==> config.mk <==
export PLATFORM = sky130hd
export DESIGN_NAME = fifo_queue_with_statistics_core
export DESIGN_NICKNAME = d
export VERILOG_FILES = /design/src/design/fqs_pkg.sv /design/src/design/fqs_ring.sv /design/src/design/fqs_stats.sv /design/src/design/fifo_queue_with_statistics_core.sv
export SDC_FILE = /design/constraint.sdc
export NUM_CORES = 2
export LEC_CHECK = 0
export BUFFER_PORTS_ARGS = -buffer_cell sky130_fd_sc_hd__clkbuf_2
export CELL_PAD_IN_SITES_DETAIL_PLACEMENT = 1
export CELL_PAD_IN_SITES_GLOBAL_PLACEMENT = 2
export CORE_MARGIN = 2
export CORE_UTILIZATION = 45
export DETAILED_ROUTE_END_ITERATION = 16
export GPL_TIMING_DRIVEN = 0
export PLACE_DENSITY = 0.79
export REMOVE_ABC_BUFFERS = 1
export SYNTH_ARGS = -nofsm -noshare
export SYNTH_HDL_FRONTEND = slang
export SYNTH_SLANG_ARGS = --single-unit
==> constraint.sdc <==
create_clock -name i_clk -period 7.9 [get_ports i_clk]
set_input_delay 1.185 -clock i_clk [delete_from_list [all_inputs] [get_ports i_clk]]
set_output_delay 1.185 -clock i_clk [all_outputs]
set_load 0.005 [all_outputs]
==> src/design/fqs_pkg.sv <==
// Package for the queue with occupancy statistics.
// Holds the request, result, entry and status types and the command codes.
// No dependencies.
package fqs_pkg;

    // Command codes carried in the request.
    localparam logic [1:0] CMD_ENQ  = 2'd0;
    localparam logic [1:0] CMD_DEQ  = 2'd1;
    localparam logic [1:0] CMD_PEEK = 2'd2;

    // Status codes returned with every result.
    typedef enum logic [1:0] {
        ST_OK    = 2'd0,
        ST_EMPTY = 2'd1,
        ST_FULL  = 2'd2
    } t_status;

    typedef struct packed {
        logic [1:0]  command;
        logic [15:0] cart_id;
        logic [7:0]  item_count;
    } t_req;

    typedef struct packed {
        logic [1:0]  status;
        logic [15:0] head_cart_id;
        logic [7:0]  head_item_count;
        logic [6:0]  occupancy;
        logic [6:0]  high_water;
        logic [13:0] waiting_items;
        logic [31:0] total_items;
        logic [31:0] served_count;
        logic        is_empty;
    } t_res;

    // One slot of the ring store.
    typedef struct packed {
        logic [15:0] cart_id;
        logic [7:0]  item_count;
    } t_entry;

    // Counter update applied when a command completes.
    typedef struct packed {
        logic       enq;
        logic       deq;
        logic [7:0] enq_count;
        logic [7:0] deq_count;
    } t_upd;

    // Statistics as they stand after the completing command.
    typedef struct packed {
        logic [6:0]  occupancy;
        logic [6:0]  high_water;
        logic [13:0] waiting_items;
        logic [31:0] total_items;
        logic [31:0] served_count;
        logic        is_empty;
    } t_stats;

    // Queue condition used to judge the next command.
    typedef struct packed {
        logic full;
        logic empty;
    } t_flags;

endpackage

==> src/design/fqs_ring.sv <==
// Ring store of queue entries: one write port, one registered read port.
// Depends on fqs_pkg for the entry type.
module fqs_ring
    import fqs_pkg::*;
#(
    parameter int DEPTH = 64,
    parameter int AW    = 6
) (
    input  logic          i_clk,
    input  logic          i_we,
    input  logic [AW-1:0] i_waddr,
    input  t_entry        i_wdata,
    input  logic          i_re,
    input  logic [AW-1:0] i_raddr,
    output t_entry        o_rdata
);

    t_entry r_mem [DEPTH];
    t_entry r_rdata;

    always_ff @(posedge i_clk) begin
        if (i_we) begin
            r_mem[i_waddr] <= i_wdata;
        end
    end

    always_ff @(posedge i_clk) begin
        if (i_re) begin
            r_rdata <= r_mem[i_raddr];
        end
    end

    assign o_rdata = r_rdata;

endmodule

==> src/design/fqs_stats.sv <==
// Occupancy, high-water mark, waiting items and saturating running totals.
// Depends on fqs_pkg for the update, statistics and flag types.
module fqs_stats
    import fqs_pkg::*;
#(
    parameter int QUEUE_DEPTH = 64
) (
    input  logic   i_clk,
    input  logic   i_rst_n,
    input  logic   i_apply,
    input  t_upd   i_upd,
    output t_stats o_stats,
    output t_flags o_flags
);

    localparam int CW = $clog2(QUEUE_DEPTH + 1);

    logic [CW-1:0] r_count, n_count;
    logic [CW-1:0] r_peak,  n_peak;
    logic [13:0]   r_items_now,  n_items_now;
    logic [31:0]   r_items_ever, n_items_ever;
    logic [31:0]   r_served,     n_served;
    logic [32:0]   ever_sum;
    logic [32:0]   served_sum;
    logic [31:0]   count_wide;
    logic [31:0]   peak_wide;

    always_comb begin
        n_count      = r_count;
        n_items_now  = r_items_now;
        n_items_ever = r_items_ever;
        n_served     = r_served;
        ever_sum     = 33'(r_items_ever) + 33'(i_upd.enq_count);
        served_sum   = 33'(r_served) + 33'd1;
        if (i_apply && i_upd.enq) begin
            n_count      = r_count + CW'(1);
            n_items_now  = r_items_now + 14'(i_upd.enq_count);
            n_items_ever = ever_sum[32] ? '1 : ever_sum[31:0];
        end else if (i_apply && i_upd.deq) begin
            n_count     = r_count - CW'(1);
            n_items_now = r_items_now - 14'(i_upd.deq_count);
            n_served    = served_sum[32] ? '1 : served_sum[31:0];
        end
        n_peak = (n_count > r_peak) ? n_count : r_peak;
    end

    always_ff @(posedge i_clk) begin
        if (!i_rst_n) begin
            r_count      <= '0;
            r_peak       <= '0;
            r_items_now  <= '0;
            r_items_ever <= '0;
            r_served     <= '0;
        end else begin
            r_count      <= n_count;
            r_peak       <= n_peak;
            r_items_now  <= n_items_now;
            r_items_ever <= n_items_ever;
            r_served     <= n_served;
        end
    end

    assign count_wide = 32'(n_count);
    assign peak_wide  = 32'(n_peak);

    always_comb begin
        o_stats.occupancy     = count_wide[6:0];
        o_stats.high_water    = peak_wide[6:0];
        o_stats.waiting_items = n_items_now;
        o_stats.total_items   = n_items_ever;
        o_stats.served_count  = n_served;
        o_stats.is_empty      = (n_count == '0);
        o_flags.full          = (r_count == CW'(QUEUE_DEPTH));
        o_flags.empty         = (r_count == '0);
    end

    // The mark never falls below the occupancy it tracks.
    a_peak_covers_count: assert property (@(posedge i_clk) disable iff (!i_rst_n)
        r_peak >= r_count)
        else $error("high-water mark below occupancy");

    // Occupancy stays within the ring.
    a_count_bounded: assert property (@(posedge i_clk) disable iff (!i_rst_n)
        r_count <= CW'(QUEUE_DEPTH))
        else $error("occupancy beyond queue depth");

    // A completing dequeue always had an entry to remove.
    a_deq_not_empty: assert property (@(posedge i_clk) disable iff (!i_rst_n)
        (i_apply && i_upd.deq) |-> (r_count != '0))
        else $error("dequeue applied to empty queue");

endmodule

==> src/design/fifo_queue_with_statistics_core.sv <==
// Top level of the queue with occupancy statistics.
// Depends on fqs_pkg, fqs_ring and fqs_stats.
//
// A request (enqueue, dequeue or peek) is taken at a rising edge where start
// is high and busy is low. The entries live in a ring store built from a
// synchronous memory with a registered read, so each request runs in order:
// in the cycle after acceptance busy is high while the head slot is read, and
// in the cycle after that o_strobe is high for exactly one cycle with the
// result. A new request may be accepted in the same cycle the result is shown,
// but not before, so requests never overlap. The result carries the status, the
// dequeued or peeked entry (zero otherwise) and all statistics as they stand
// after the request. Dequeue or peek on an empty queue returns the empty
// status, enqueue on a full queue returns the full status, and neither
// changes anything. Command code 3 returns an ok status and changes nothing.
// The receiver cannot stall the result; it must take it in that cycle.
module fifo_queue_with_statistics_core
    import fqs_pkg::*;
#(
    parameter int QUEUE_DEPTH = 64
) (
    input  logic i_clk,
    input  logic i_rst_n,
    input  logic start,
    output logic busy,
    input  t_req i_request,
    output logic o_strobe,
    output t_res o_result
);

    localparam int PW = (QUEUE_DEPTH > 1) ? $clog2(QUEUE_DEPTH) : 1;

    logic          accept;
    logic          r_busy;
    logic          r_strobe;
    t_res          r_result, n_result;
    logic [PW-1:0] r_head, n_head;
    logic [PW-1:0] r_tail, n_tail;
    t_status       r_status, n_status;
    logic          r_enq_ok, n_enq_ok;
    logic          r_deq_ok, n_deq_ok;
    logic          r_peek_ok, n_peek_ok;
    logic [7:0]    r_enq_count;
    t_entry        wdata;
    t_entry        rdata;
    t_upd          upd;
    t_stats        stats;
    t_flags        flags;

    assign accept = start && !busy;
    assign busy   = r_busy;

    // Judge the request against the queue condition at acceptance.
    always_comb begin
        n_status  = ST_OK;
        n_enq_ok  = 1'b0;
        n_deq_ok  = 1'b0;
        n_peek_ok = 1'b0;
        case (i_request.command)
            CMD_ENQ: begin
                if (flags.full) begin
                    n_status = ST_FULL;
                end else begin
                    n_enq_ok = 1'b1;
                end
            end
            CMD_DEQ: begin
                if (flags.empty) begin
                    n_status = ST_EMPTY;
                end else begin
                    n_deq_ok = 1'b1;
                end
            end
            CMD_PEEK: begin
                if (flags.empty) begin
                    n_status = ST_EMPTY;
                end else begin
                    n_peek_ok = 1'b1;
                end
            end
            default: begin
                n_status = ST_OK;
            end
        endcase
    end

    // Pointers move at acceptance; the ring wraps at the last slot.
    always_comb begin
        n_head = r_head;
        n_tail = r_tail;
        if (accept && n_enq_ok) begin
            n_tail = (r_tail == PW'(QUEUE_DEPTH - 1)) ? '0 : r_tail + PW'(1);
        end
        if (accept && n_deq_ok) begin
            n_head = (r_head == PW'(QUEUE_DEPTH - 1)) ? '0 : r_head + PW'(1);
        end
    end

    assign wdata.cart_id    = i_request.cart_id;
    assign wdata.item_count = i_request.item_count;

    // The enqueue write lands at the acceptance edge, so a later request,
    // which is accepted only once this result is shown, always reads the new data.
    fqs_ring #(
        .DEPTH (QUEUE_DEPTH),
        .AW    (PW)
    ) u_ring (
        .i_clk   (i_clk),
        .i_we    (accept && n_enq_ok),
        .i_waddr (r_tail),
        .i_wdata (wdata),
        .i_re    (accept),
        .i_raddr (r_head),
        .o_rdata (rdata)
    );

    always_comb begin
        upd.enq       = r_enq_ok;
        upd.deq       = r_deq_ok;
        upd.enq_count = r_enq_count;
        upd.deq_count = rdata.item_count;
    end

    // Counters are updated in the read cycle, when the head count is known.
    fqs_stats #(
        .QUEUE_DEPTH (QUEUE_DEPTH)
    ) u_stats (
        .i_clk   (i_clk),
        .i_rst_n (i_rst_n),
        .i_apply (r_busy),
        .i_upd   (upd),
        .o_stats (stats),
        .o_flags (flags)
    );

    always_comb begin
        n_result.status          = r_status;
        n_result.head_cart_id    = '0;
        n_result.head_item_count = '0;
        if (r_deq_ok || r_peek_ok) begin
            n_result.head_cart_id    = rdata.cart_id;
            n_result.head_item_count = rdata.item_count;
        end
        n_result.occupancy     = stats.occupancy;
        n_result.high_water    = stats.high_water;
        n_result.waiting_items = stats.waiting_items;
        n_result.total_items   = stats.total_items;
        n_result.served_count  = stats.served_count;
        n_result.is_empty      = stats.is_empty;
    end

    always_ff @(posedge i_clk) begin
        if (!i_rst_n) begin
            r_busy    <= 1'b0;
            r_strobe  <= 1'b0;
            r_head    <= '0;
            r_tail    <= '0;
            r_enq_ok  <= 1'b0;
            r_deq_ok  <= 1'b0;
            r_peek_ok <= 1'b0;
        end else begin
            r_busy    <= accept;
            r_strobe  <= r_busy;
            r_head    <= n_head;
            r_tail    <= n_tail;
            r_enq_ok  <= accept && n_enq_ok;
            r_deq_ok  <= accept && n_deq_ok;
            r_peek_ok <= accept && n_peek_ok;
        end
    end

    // Payload registers carry no reset.
    always_ff @(posedge i_clk) begin
        if (accept) begin
            r_status    <= n_status;
            r_enq_count <= i_request.item_count;
        end
        if (r_busy) begin
            r_result <= n_result;
        end
    end

    assign o_strobe = r_strobe;
    assign o_result = r_result;

    // Every accepted request yields its result in the cycle after the read.
    a_busy_then_strobe: assert property (@(posedge i_clk) disable iff (!i_rst_n)
        r_busy |=> r_strobe)
        else $error("read cycle not followed by a result");

    // The read cycle and the result cycle never overlap.
    a_strobe_not_busy: assert property (@(posedge i_clk) disable iff (!i_rst_n)
        r_strobe |-> !r_busy)
        else $error("result shown during a read cycle");

    // At most one kind of successful operation is in flight.
    a_one_op: assert property (@(posedge i_clk) disable iff (!i_rst_n)
        $onehot0({r_enq_ok, r_deq_ok, r_peek_ok}))
        else $error("conflicting operations in flight");

    // A successful operation is only ever in its read cycle.
    a_op_in_read: assert property (@(posedge i_clk) disable iff (!i_rst_n)
        (r_enq_ok || r_deq_ok || r_peek_ok) |-> r_busy)
        else $error("operation flag outside read cycle");

endmodule
==> flow_summary.json <==
{
  "leakage_nw": 25.6,
  "synth_area_sq_um": 69800,
  "grt_setup_unrepaired": "false",
  "relSlewSlack_pct": 3.69,
  "synth.top_cell.area_share_pct": 72.6,
  "required_ps": 8540,
  "final_common_cell": "edfxtp_1",
  "area_growth_pct": 16.2,
  "synth-edff-count": 1689,
  "ctsResizeCount": 0,
  "drive_above_1_share_pct": 24.1,
  "syn-mean-instance-area_sq_um": 19.4,
  "ant_nets": 0,
  "first_iter_violations": 3433,
  "clkTransAtPathRegs_ps": 70,
  "synthArstFlopShare_pct": 0,
  "clock_path_buffers": 3,
  "yosys_most_used_dff": "edfxtp_1",
  "cts_tree": "yes",
  "fin_crit_ps": 5900,
  "fin_crit_sh_pct": 74.7,
  "p_per_area_nw_per_um2": 233,
  "hpwl_um": 116000,
  "core-area_sq_um": 154000,
  "h-tree-depth": 4,
  "cts_root_buf": "clkbuf_16",
  "antenna_found_initial": 6,
  "rrSetupSlack_ps": 2000,
  "grt_max_degree": 81,
  "synth_warnings": 0,
  "tightestPinTransition_ps": 1440,
  "worstPathMaxFanout": 50,
  "numCtsBuffers": 179,
  "cp-start-kind": "flip-flop",
  "max_freq_ghz": 0.170,
  "viasPerCell": 6.10,
  "grt-ovfl-total": 0,
  "mostFrequentLayoutCells": "edfxtp_1 (1689), mux4_2 (334), clkbuf_16 (183)",
  "grt_pass1_wl_um": 273000,
  "ys_seq_area_share_pct": 75.7,
  "postCtsHoldBufs": 0,
  "fin_area_sq_um": 81200,
  "status": "finished, final reports clean",
  "drc": 0,
  "die_w_um": 398,
  "worst_clock_skew_ps": 52.1,
  "hold_ws_ps": 418,
  "fin_nets": 3939,
  "gp_congestion": 0.798,
  "via_count": 36900,
  "wl_um": 189000,
  "synth_area_leaders": "edfxtp_1 (73%), mux4_2 (11%), dfxtp_1 (3.1%)",
  "grt_pass1_vias": 38600,
  "synth_cell_types": 74,
  "cts.sinks": 1798,
  "fillerInstances": 13700,
  "critical_path_arrival_ps": 6540,
  "ys_seq_elements": 1798,
  "final-hold-violation-count": 0,
  "post-cts-setup-buffers": 0,
  "final_util_pct": 52.7,
  "worstSetupEndpointType": "flip-flop",
  "start_util_pct": 45.3,
  "rows": 144,
  "firstDrtPassIters": 6,
  "hold_class": "flip-flop to flip-flop",
  "slew_violations": 0,
  "ir_drop_mv": 0.244,
  "die_h_um": 398,
  "insertion_delay_ps": 810,
  "syn_inst": 3605,
  "place_area_sq_um": 75400,
  "wl_per_cell_um": 31.2,
  "die-area_sq_um": 158000,
  "yosysTopAreaCell": "edfxtp_1",
  "grt_use_total_pct": 24.0,
  "ios": 150,
  "path_class": "flip-flop to flip-flop",
  "port_buffers": 149,
  "maxCapViolations": 0,
  "setup_viol": 0
}
==> flip-flops by register name, indices dropped and copies added, names as in the netlist <==
| register | cells |
|---|---|
| u_stats.r_items_now | 14 |
| u_ring.r_mem | 1536 |
| r_head | 6 |
| r_peek_ok | 1 |
| r_tail | 6 |
| r_deq_ok | 1 |
| r_status | 2 |
| u_ring.o_rdata | 24 |
| r_enq_ok | 1 |
| u_stats.r_count | 7 |
| u_stats.r_items_ever | 32 |
| o_result | 119 |
| busy | 1 |
| u_stats.r_peak | 7 |
| o_strobe | 1 |
| u_stats.r_served | 32 |
| r_enq_count | 8 |
==> final timing paths <==
check | from | to | cells past startpoint
setup reg to reg | r_head[4] | u_ring.o_rdata[12] | 6
hold / removal | r_status[0] | o_result[117] | 0
setup / recovery | r_head[4] | u_ring.o_rdata[12] | 6
hold reg to reg | r_status[0] | o_result[117] | 0
==> metrics by stage <==
stage	TNS (ps)	setup WS (ps)	std cells	power, W
3_3_place_gp	-700070	-23910	5621	0.0109
6_report	0	2000	6052	0.0189
3_5_place_dp	0	2270	5719	0.0110
2_1_floorplan	-283390	-10410	3428	0.0107
5_1_grt	0	1990	6050	0.0194
4_1_cts	0	2230	6039	0.0190
==> Yosys cell counts, drive strengths merged (27+ instances only) <==
master,n
mux2,37
a22oi,43
xor2,36
buf,79
dfxtp,109
and3,30
a21oi,103
xnor2,32
mux4,334
and2,61
ha,40
a22o,56
nand3,36
nand2,125
inv,36
nor2,157
mux2i,90
nor4,27
o221ai,49
o21ai,54
a221oi,27
nor2b,31
edfxtp,1689
o22ai,30
clkbuf,98
==> metal layers <==
layer  vias to the layer above  part of all wire, %  GRT usage [%]
li1                      15300                    -              -
met1                     19500                   40           32.6
met2                      1733                   48           38.9
met3                       353                  7.8           4.48
met4                         2                  3.7           8.61
met5                         -               0.0069              0
==> cells by family (layout without fill, tap and decap cells) <==
group | count (synthesis) | in the layout | synth area share, %
buffers and inverters | 214 | 615 | 1.30
DFF | 1798 | 1798 | 75.7
muxes | 461 | 461 | 12.7
AOI/OAI and AO/OA | 457 | 457 | 4.58
other | 0 | 2 | 0
adders and majority gates | 43 | 43 | 0.803
xor gates and xnor gates | 68 | 68 | 0.853
and+or+nand+nor | 564 | 564 | 4.07
==> where the power goes <==
group | leakage, nW | internal [W] | switching, W
sequential | 16.2 | 0.0104 | 0.0000224
clock | 2.70 | 0.00456 | 0.00358
combinational | 6.72 | 0.0000675 | 0.000229
==> critical path, stage by stage, from the launching register on <==
cell and delay [ps]:
dfxtp_4 1000, clkinv_1 1420, nor2_1 1410, a22o_1 310, a221oi_1 120, o21ai_0 1030
a22o_1 370
==> layout make-up <==
| type | count | area, sq um | area share, % |
|---|---|---|---|
| Antenna cell | 2 | 5.00 | 0.00616 |
| Clock buffer | 232 | 4810 | 5.93 |
| Clock inverter | 88 | 754 | 0.929 |
| Inverter | 37 | 139 | 0.171 |
| Multi-Input combinational cell | 1593 | 16600 | 20.4 |
| Sequential cell | 1798 | 52900 | 65.2 |
| Tap cell | 2044 | 2560 | 3.15 |
| Timing Repair Buffer | 258 | 3430 | 4.22 |
(Power assumes the default switching activity.)
